$ cat config.mk
export PLATFORM = sky130hd
export DESIGN_NAME = pwm_led_fade_sequencer
export DESIGN_NICKNAME = d
export VERILOG_FILES = /design/src/rtl/plfs_pkg.sv /design/src/rtl/pwm_led_fade_sequencer.sv
export SDC_FILE = /design/constraint.sdc
export NUM_CORES = 1
export LEC_CHECK = 0
export ABC_AREA = 1
export BUFFER_PORTS_ARGS = -buffer_cell sky130_fd_sc_hd__buf_2
export CAP_MARGIN = 20
export CORE_UTILIZATION = 55
export DETAILED_ROUTE_END_ITERATION = 8
export PLACE_DENSITY_LB_ADDON = 0.25
export REMOVE_ABC_BUFFERS = 1
export SYNTH_ARGS = -nofsm -noshare
export SYNTH_HDL_FRONTEND = slang
export SYNTH_SLANG_ARGS = --single-unit
$ cat constraint.sdc
create_clock -name clk -period 10.34 [get_ports clk]
set_clock_uncertainty 0.15 [all_clocks]
set_input_delay 1.034 -clock clk [delete_from_list [all_inputs] [get_ports clk]]
set_output_delay 1.034 -clock clk [all_outputs]
set_load 0.02 [all_outputs]
$ cat src/rtl/plfs_pkg.sv
// Package: shared constants and word layouts for the PWM LED fade sequencer.
`timescale 1ns / 1ps

package plfs_pkg;

  // Default sizing
  localparam int LED_COUNT_DEF = 8;
  localparam int PWM_CYCLE_DEF = 25;

  // Fade step register
  localparam int       STEP_W        = 7;
  localparam logic [6:0] FADE_STEP_RST = 7'd5;

  // Level in percent
  localparam int         LEVEL_W    = 7;
  localparam logic [6:0] LEVEL_FULL = 7'd100;
  localparam logic [6:0] LEVEL_ZERO = 7'd0;

  // Duty / counter widths
  localparam int DUTY_W = 8;
  localparam int PINS_W = 8;
  localparam int ACT_W  = 3;

  // Input word: bit positions from the lowest bit up
  localparam int IN_START  = 0;
  localparam int IN_STOP   = 1;
  localparam int IN_RESET  = 2;
  localparam int IN_STEP   = 3;
  localparam int IN_PWM    = 4;
  localparam int IN_FLD_W  = 5;
  localparam int IN_TDATA_W = 8;

  // Output word: bit positions from the lowest bit up
  localparam int OUT_PINS_LO = 0;
  localparam int OUT_ACT_LO  = 8;
  localparam int OUT_LVL_LO  = 11;
  localparam int OUT_DOWN    = 18;
  localparam int OUT_RUN     = 19;
  localparam int OUT_FLD_W   = 20;
  localparam int OUT_TDATA_W = 24;

  // Input flags of one word
  typedef struct packed {
    logic pwm_tick;
    logic step_tick;
    logic reset_button;
    logic stop_button;
    logic start_button;
  } in_flags_t;

  // Result fields of one word
  typedef struct packed {
    logic              is_running;
    logic              fading_down;
    logic [LEVEL_W-1:0] brightness;
    logic [ACT_W-1:0]  active_led;
    logic [PINS_W-1:0] led_pins;
  } out_fields_t;

endpackage

$ cat src/rtl/pwm_led_fade_sequencer.sv
// Top level: chaser fade sequencer driving a shared-counter software PWM.
// Path: an accepted word waits in the input register and is processed into the
//   result register once that is free or draining; out_tvalid then offers it.
// Throughput: one input word per cycle while out_tready drains the results;
//   all work sits between the input register and the result register.
// Reset (rst_n low, synchronous): pipeline empty, all duties, PWM counter,
//   pins, index, level, direction and running cleared, fade_step = 5.
`timescale 1ns / 1ps

module pwm_led_fade_sequencer #(
  parameter int LED_COUNT = plfs_pkg::LED_COUNT_DEF,
  parameter int PWM_CYCLE = plfs_pkg::PWM_CYCLE_DEF
) (
  input  logic                             clk,
  input  logic                             rst_n,
  // config: fade_step[6:0]
  input  logic                             cfg_valid,
  output logic                             cfg_ready,
  input  logic [plfs_pkg::STEP_W-1:0]      cfg_data,
  // in_tdata: start_button, stop_button, reset_button, step_tick, pwm_tick,
  //   zero pad [7:5]
  input  logic                             in_tvalid,
  output logic                             in_tready,
  input  logic [plfs_pkg::IN_TDATA_W-1:0]  in_tdata,
  // out_tdata: led_pins[7:0], active_led[10:8], brightness[17:11],
  //   fading_down[18], is_running[19], zero pad [23:20]
  output logic                             out_tvalid,
  input  logic                             out_tready,
  output logic [plfs_pkg::OUT_TDATA_W-1:0] out_tdata
);

  import plfs_pkg::*;

  localparam int IDX_W = (LED_COUNT > 1) ? $clog2(LED_COUNT) : 1;
  localparam int NPINS = (LED_COUNT < PINS_W) ? LED_COUNT : PINS_W;
  localparam logic [IDX_W-1:0]  IDX_LAST = IDX_W'(LED_COUNT - 1);
  localparam logic [DUTY_W-1:0] CNT_LAST = DUTY_W'(PWM_CYCLE - 1);

  // Duty lookup: PWM_CYCLE*min(pct,100)/100, worked out at elaboration
  logic [DUTY_W-1:0] duty_tab [0:127];
  for (genvar g = 0; g < 128; g++) begin : g_duty
    localparam int Pct  = (g > 100) ? 100 : g;
    localparam int Duty = (PWM_CYCLE * Pct) / 100;
    assign duty_tab[g] = DUTY_W'(Duty);
  end

  // Registers
  logic [STEP_W-1:0]  fade_step_r;
  logic               in_vld_r;
  in_flags_t          in_flags_r;
  logic               out_vld_r;
  out_fields_t        out_fields_r;
  logic [DUTY_W-1:0]  duty_r [LED_COUNT];
  logic [DUTY_W-1:0]  cnt_r;
  logic [PINS_W-1:0]  pins_r;
  logic [IDX_W-1:0]   idx_r;
  logic [LEVEL_W-1:0] lvl_r;
  logic               down_r;
  logic               run_r;

  // Next values
  logic [DUTY_W-1:0]  duty_nxt [LED_COUNT];
  logic [DUTY_W-1:0]  cnt_nxt;
  logic [PINS_W-1:0]  pins_nxt;
  logic [IDX_W-1:0]   idx_nxt;
  logic [LEVEL_W-1:0] lvl_nxt;
  logic               down_nxt;
  logic               run_nxt;
  out_fields_t        out_fields_nxt;

  logic               proc_fire;
  logic [LEVEL_W:0]   up_sum;
  logic [31:0]        idx_ext;

  // Handshake
  assign proc_fire  = in_vld_r && (!out_vld_r || out_tready);
  assign in_tready  = !in_vld_r || proc_fire;
  assign cfg_ready  = 1'b1;
  assign out_tvalid = out_vld_r;
  assign out_tdata  = {(OUT_TDATA_W - OUT_FLD_W)'(0), out_fields_r};

  // Fade step register
  always_ff @(posedge clk) begin
    if (!rst_n) begin
      fade_step_r <= FADE_STEP_RST;
    end else if (cfg_valid && cfg_ready) begin
      fade_step_r <= cfg_data;
    end
  end

  // Input register
  always_ff @(posedge clk) begin
    if (!rst_n) begin
      in_vld_r <= 1'b0;
    end else if (in_tready) begin
      in_vld_r <= in_tvalid;
    end
  end

  always_ff @(posedge clk) begin
    if (in_tvalid && in_tready) begin
      in_flags_r <= in_flags_t'(in_tdata[IN_FLD_W-1:0]);
    end
  end

  // One word of work: buttons, fade step, PWM sample
  always_comb begin
    run_nxt  = run_r;
    idx_nxt  = idx_r;
    lvl_nxt  = lvl_r;
    down_nxt = down_r;
    cnt_nxt  = cnt_r;
    pins_nxt = pins_r;
    up_sum   = {1'b0, lvl_r} + {1'b0, fade_step_r};
    for (int i = 0; i < LED_COUNT; i++) begin
      duty_nxt[i] = duty_r[i];
    end

    // buttons: start, then stop, then reset
    if (in_flags_r.start_button) begin
      run_nxt = 1'b1;
    end
    if (in_flags_r.stop_button) begin
      run_nxt = 1'b0;
    end
    if (in_flags_r.reset_button) begin
      run_nxt  = 1'b1;
      idx_nxt  = '0;
      lvl_nxt  = LEVEL_ZERO;
      down_nxt = 1'b0;
      up_sum   = {1'b0, fade_step_r};
      for (int i = 0; i < LED_COUNT; i++) begin
        duty_nxt[i] = '0;
      end
    end

    // fade step on the LED now active
    if (in_flags_r.step_tick && run_nxt) begin
      if (!down_nxt) begin
        if (up_sum >= {1'b0, LEVEL_FULL}) begin
          duty_nxt[idx_nxt] = duty_tab[LEVEL_FULL];
          if (idx_nxt == IDX_LAST) begin
            idx_nxt  = '0;
            lvl_nxt  = LEVEL_FULL;
            down_nxt = 1'b1;
          end else begin
            idx_nxt = idx_nxt + 1'b1;
            lvl_nxt = LEVEL_ZERO;
          end
        end else begin
          lvl_nxt           = up_sum[LEVEL_W-1:0];
          duty_nxt[idx_nxt] = duty_tab[up_sum[LEVEL_W-1:0]];
        end
      end else begin
        if (lvl_nxt <= fade_step_r) begin
          duty_nxt[idx_nxt] = '0;
          if (idx_nxt == IDX_LAST) begin
            idx_nxt  = '0;
            lvl_nxt  = LEVEL_ZERO;
            down_nxt = 1'b0;
          end else begin
            idx_nxt = idx_nxt + 1'b1;
            lvl_nxt = LEVEL_FULL;
          end
        end else begin
          lvl_nxt           = lvl_nxt - fade_step_r;
          duty_nxt[idx_nxt] = duty_tab[lvl_nxt];
        end
      end
    end

    // PWM sample against the updated duties, then advance the counter
    if (in_flags_r.pwm_tick) begin
      pins_nxt = '0;
      for (int i = 0; i < NPINS; i++) begin
        pins_nxt[i] = (duty_nxt[i] != '0) && (duty_nxt[i] >= cnt_r);
      end
      cnt_nxt = (cnt_r == CNT_LAST) ? '0 : cnt_r + 1'b1;
    end
  end

  // Result word fields
  assign idx_ext = 32'(idx_nxt);
  always_comb begin
    out_fields_nxt.led_pins    = pins_nxt;
    out_fields_nxt.active_led  = idx_ext[ACT_W-1:0];
    out_fields_nxt.brightness  = lvl_nxt;
    out_fields_nxt.fading_down = down_nxt;
    out_fields_nxt.is_running  = run_nxt;
  end

  // Sequencer state
  always_ff @(posedge clk) begin
    if (!rst_n) begin
      cnt_r  <= '0;
      pins_r <= '0;
      idx_r  <= '0;
      lvl_r  <= LEVEL_ZERO;
      down_r <= 1'b0;
      run_r  <= 1'b0;
      for (int i = 0; i < LED_COUNT; i++) begin
        duty_r[i] <= '0;
      end
    end else if (proc_fire) begin
      cnt_r  <= cnt_nxt;
      pins_r <= pins_nxt;
      idx_r  <= idx_nxt;
      lvl_r  <= lvl_nxt;
      down_r <= down_nxt;
      run_r  <= run_nxt;
      for (int i = 0; i < LED_COUNT; i++) begin
        duty_r[i] <= duty_nxt[i];
      end
    end
  end

  // Result register
  always_ff @(posedge clk) begin
    if (!rst_n) begin
      out_vld_r <= 1'b0;
    end else if (proc_fire) begin
      out_vld_r <= 1'b1;
    end else if (out_tready) begin
      out_vld_r <= 1'b0;
    end
  end

  always_ff @(posedge clk) begin
    if (proc_fire) begin
      out_fields_r <= out_fields_nxt;
    end
  end

endmodule

# --- Yosys cells after proc, flatten, opt, wreduce, memory -nomap -nowiden ---
# Memory sizes are Yosys's and may differ from the RTL's.
# Cells that the tools add are included.
classes:
  n_addsub: 4
  magnitude_cmp: 14
  n_eq_ne: 2
  mux: 53
  bitwise: 16
  reduce_logical: 26
op_table:
  columns: ["operator", "count"]
  rows:
  - ["64-bit 2-to-1 mux", 5]
  - ["64-bit bitwise mux", 2]
  - ["8-bit 2-to-1 mux", 16]
  - ["64-bit AND", 1]
  - ["8-bit >= comparator", 8]
  - ["64-bit inverter", 1]
  - ["8-bit nonzero test", 8]
  - ["7-bit 2-to-1 mux", 7]
  - ["40-bit AND", 1]
  - ["40-bit inverter", 1]
  - ["8-bit demux with 3-bit select", 1]
  - ["24-bit bitwise OR", 1]
  - ["3-bit 2-to-1 mux", 6]
  - ["8-bit >= comparator, second input constant", 2]
  - ["1-bit 2-to-1 mux", 16]
  - ["7-bit inverter with 8-bit output", 2]
  - ["1-bit logical AND", 12]
  - ["7-bit by 7-bit adder with 8-bit output", 1]
  - ["8-bit by 1-bit adder with 8-bit output, second input constant", 1]
  - ["8-bit by 5-bit == test with 1-bit output, second input constant", 1]
  - ["8-bit by 7-bit >= comparator with 1-bit output, second input constant", 1]
  - ["1-bit bitwise OR", 8]
  - ["7-bit less-or-equal comparator", 1]
  - ["7-bit subtractor", 1]
  - ["9 further kinds", 11]
totals:
  register_bits: 62
  ramBits: 64
  romBits: 2048
  input_bits: 20
  output_inout_bits: 27
  word_cells: 137
  n_memories: 3
mem_list:
  columns: ["memory", "depth", "width", "rd", "rd_ports_with_merged_regs", "write_ports", "line", "text"]
  rows:
  - ["(no name shown)", 128, 8, 1, 0, 0, "pwm_led_fade_sequencer.sv:167", "duty_nxt[idx_nxt] = duty_tab[lvl_nxt];"]
  - ["(no name shown)", 128, 8, 1, 0, 0, "pwm_led_fade_sequencer.sv:152", "duty_nxt[idx_nxt] = duty_tab[up_sum[LEVEL_W-1:0]];"]
  - ["duty_r", 8, 8, 8, 0, 8, "pwm_led_fade_sequencer.sv:53", "logic [DUTY_W-1:0] duty_r [LED_COUNT];"]

# --- Depth between registers and ports, before layout ---
depth:
  ltp_word: 14
  ltp_mapped: 33
  mapped_depth_nobuf: 29

# --- Least setup slack after synthesis ---
# OpenSTA, ideal clock, no wires.
synth_path:
  path_kind: "input to register"
  startpoint: "in out_tready"
  endpoint: "mem duty_r[0][0] (enable)"
  setup_ns: 0.785
  t_arrival_ns: 3.097
  required_ns: 9.405
  setup_slack_ns: 6.308
  cell_stages: 6
  path_buffers: 0
  cell_sequence: "inv_1 -> nand2_1 -> nand2_1 -> inv_1 -> nor2_1 -> clkinv_1"
synth_rtl:
  columns: ["item", "line", "text"]
  rows:
  - ["start: declaration", "pwm_led_fade_sequencer.sv:28", "input logic out_tready,"]
  - ["end: declaration", "pwm_led_fade_sequencer.sv:53", null]

==> impl_metrics.yaml <==
logic_synthesis:
  ys_types: 50
  avgSynthCellArea_um2: 7.25
  syn_inst: 1314
  ys_seq_elements: 126
  yosysTopAreaCell: "edfxtp_1"
  seq_area_frac_synth_pct: 35.8
  syn-cell-area_um2: 9530
  synthArstFlopShare_pct: 0
  ys_warn_count: 0
  ys_top_cells_by_area: "edfxtp_1 (28%), nand2_1 (14%), ha_1 (11%), dfxtp_1 (7.8%), inv_1 (7.5%)"
  synth_edf_count: 89
  synth_top_area_share_pct: 28.0
  yosys_most_used_dff: "edfxtp_1"
cells_and_area:
  diodes: 0
  fin_util_pct: 62.0
  nets: 1440
  final_common_cell: "nand2_1"
  regArea_um2: 3410
  fin_area_um2: 10400
  synthToLayoutAreaGrowth_pct: 8.98
  fillers: 1565
  drive_above_1_share_pct: 10.8
  multi_input_area_um2: 5040
  layout_common_cells: "nand2_1 (350), inv_1 (190), nor2_1 (146)"
detailed_routing:
  wirelength_um: 25200
  vias: 8773
  wire_per_inst_um: 16.1
  vias_per_cell: 5.59
  drc_errors: 0
  drt_iter0_markers: 728
  antenna_left: 0
  drtPass1Iterations: 5
sta:
  tns_ns: 0
  drv_slew: 0
  worst_slew_pin_slew_ns: 1.02
  period_share_pct: 48.4
  hold_viol: 0
  setup_violations: 0
  fmax_mhz: 200
  rsz0062_at_grt: "false"
  slew_headroom_pct: 32.1
  post-route-min-period_ns: 5.00
worst_hold_path:
  hp-class: "reg2reg"
  worstHoldPathCells: 2
grt:
  antenna_found_initial: 0
  grt_pass1_wl_um: 40000
  track_usage_pct: 29.2
  grt_pass1_vias: 8094
  overflow: 0
  grt_max_degree: 74
cts:
  clock-sinks: 126
  root_buffer: "clkbuf_16"
  clk_pin_slew_ns: 0.07
  cts_max_level: 4
  cts_setup_buffers: 0
  cts_buffers: 17
  hold_buffers: 0
  cts_tree: "built"
  cts_resized: 0
  clk_latency_ns: 0.43
  max-clock-path-buffers: 2
placement:
  hpwl_um: 17000
  io_buffer_count: 38
  place_area_um2: 9780
  place_congestion: 0.939
setup_path:
  cp-end-kind: "register"
  crit_path_max_fanout: 67
  start_kind: "register"
  crit_arrival_ns: 5.00
  worstSetupPathType: "reg2reg"
  r2r_cells: 23
  worst_ep_required_time_ns: 10.34
power:
  power_mw: 1.50
  power.density_nw_per_um2: 144
  ir_worst_vdd_mv: 0.129
  leakagePower_nw: 5.07
floorplanning:
  initial_utilization_pct: 56.8
  fp.dieW_um: 134
  die_h_um: 134
  core.rowCount: 47
  die-area_um2: 17900
  core-area_um2: 16800
  ios: 47
outcome:
  run_status: "finished, final reports clean"
flow_run:
  maxCapViolations: 0
==> per-stage QoR <==
stage / std cells / hold WS [ns] / setup WS, ns
finish: 1569 / 0.306 / 5.34
global route: 1569 / 0.321 / 4.98
CTS: 1569 / 0.303 / 5.42
detailed placement: 1537 / 0.292 / 5.46
global placement: 1537 / 0.286 / 5.49
floorplan: 1275 / 0.271 / 5.91
==> area by class of cell <==
| cell class | instances | share of cell area, % |
|---|---|---|
| flip-flops and latches | 126 | 32.9 |
| clock inverters | 15 | 1.69 |
| inverters | 222 | 8.07 |
| multi-input cells | 927 | 48.5 |
| repair buffers | 42 | 2.12 |
| clock buffers | 17 | 4.10 |
| well taps | 220 | 2.65 |
==> worst paths after layout <==
kind	to	slack [ns]	start
hold reg to reg	pins_r[1]	0.31	pins_r[1]
hold / removal	pins_r[1]	0.31	pins_r[1]
setup reg to reg	out_tdata[3]	5.34	in_flags_r[2]
setup / recovery	out_tdata[3]	5.34	in_flags_r[2]
==> synth_stat cells (8+ instances only) <==
| cell type | n |
|---|---|
| inv_1 | 191 |
| ha_1 | 82 |
| buf_2 | 12 |
| nand2_1 | 350 |
| o22ai_1 | 8 |
| inv_2 | 20 |
| nand4_1 | 30 |
| clkbuf_1 | 13 |
| edfxtp_1 | 89 |
| o21ai_0 | 29 |
| nor2_1 | 146 |
| o21bai_1 | 9 |
| dfxtp_1 | 37 |
| nor2_2 | 9 |
| clkinv_1 | 9 |
| o211ai_1 | 9 |
| nor3_1 | 9 |
| nand3_1 | 79 |
| a21oi_1 | 74 |
| a31oi_1 | 19 |
| nand2_2 | 13 |
==> critical path, stage by stage (launching register included) <==
cell and delay (ns):
edfxtp_1 0.37, buf_4 0.29, inv_4 0.57, nand2_1 0.16, ha_1 0.22, inv_1 0.11
nand2_1 0.09, nand2_1 0.08, nand2_1 0.06, nand2_1 0.15, nand2_1 0.36, nor2_2 0.39
nand2_2 0.29, nand4_1 0.18, nand2_1 0.10, inv_1 0.07, ha_1 0.21, nand2_1 0.09
nor2_1 0.05, a21oi_1 0.12, o41ai_1 0.10, nand2_1 0.07, o21bai_1 0.27, nand2_1 0.14
==> routing by layer <==
metal	vias up	track usage [%]	part of all wire, %
met1	4044	38.0	43
met2	335	46.0	45
met3	54	6.28	7.9
met4	0	14.3	4.2
met5	-	0	0
li1	4340	-	-
==> state kept, by name (all words and copies together) (netlist names) <==
name         flops
down_r           1
run_r            1
in_vld_r         1
pins_r           8
fade_step_r      7
out_tdata       20
lvl_r            7
cnt_r            8
out_tvalid       1
duty_r          64
in_flags_r       5
idx_r            3
==> cells by family after synthesis <==
group	synth area share [%]
buf+inv	11.4
other cells	0.0788
fa+ha+maj	11.2
simple gates	29.7
compound gates	11.4
xor+xnor	0.368
flops	35.8
==> where the power goes <==
part	switching, mW	internal (mW)
Sequential	0.0140	0.574
Clock	0.259	0.364
Combinational	0.198	0.0898
Total	0.471	1.03
(Power assumes the default switching activity.)
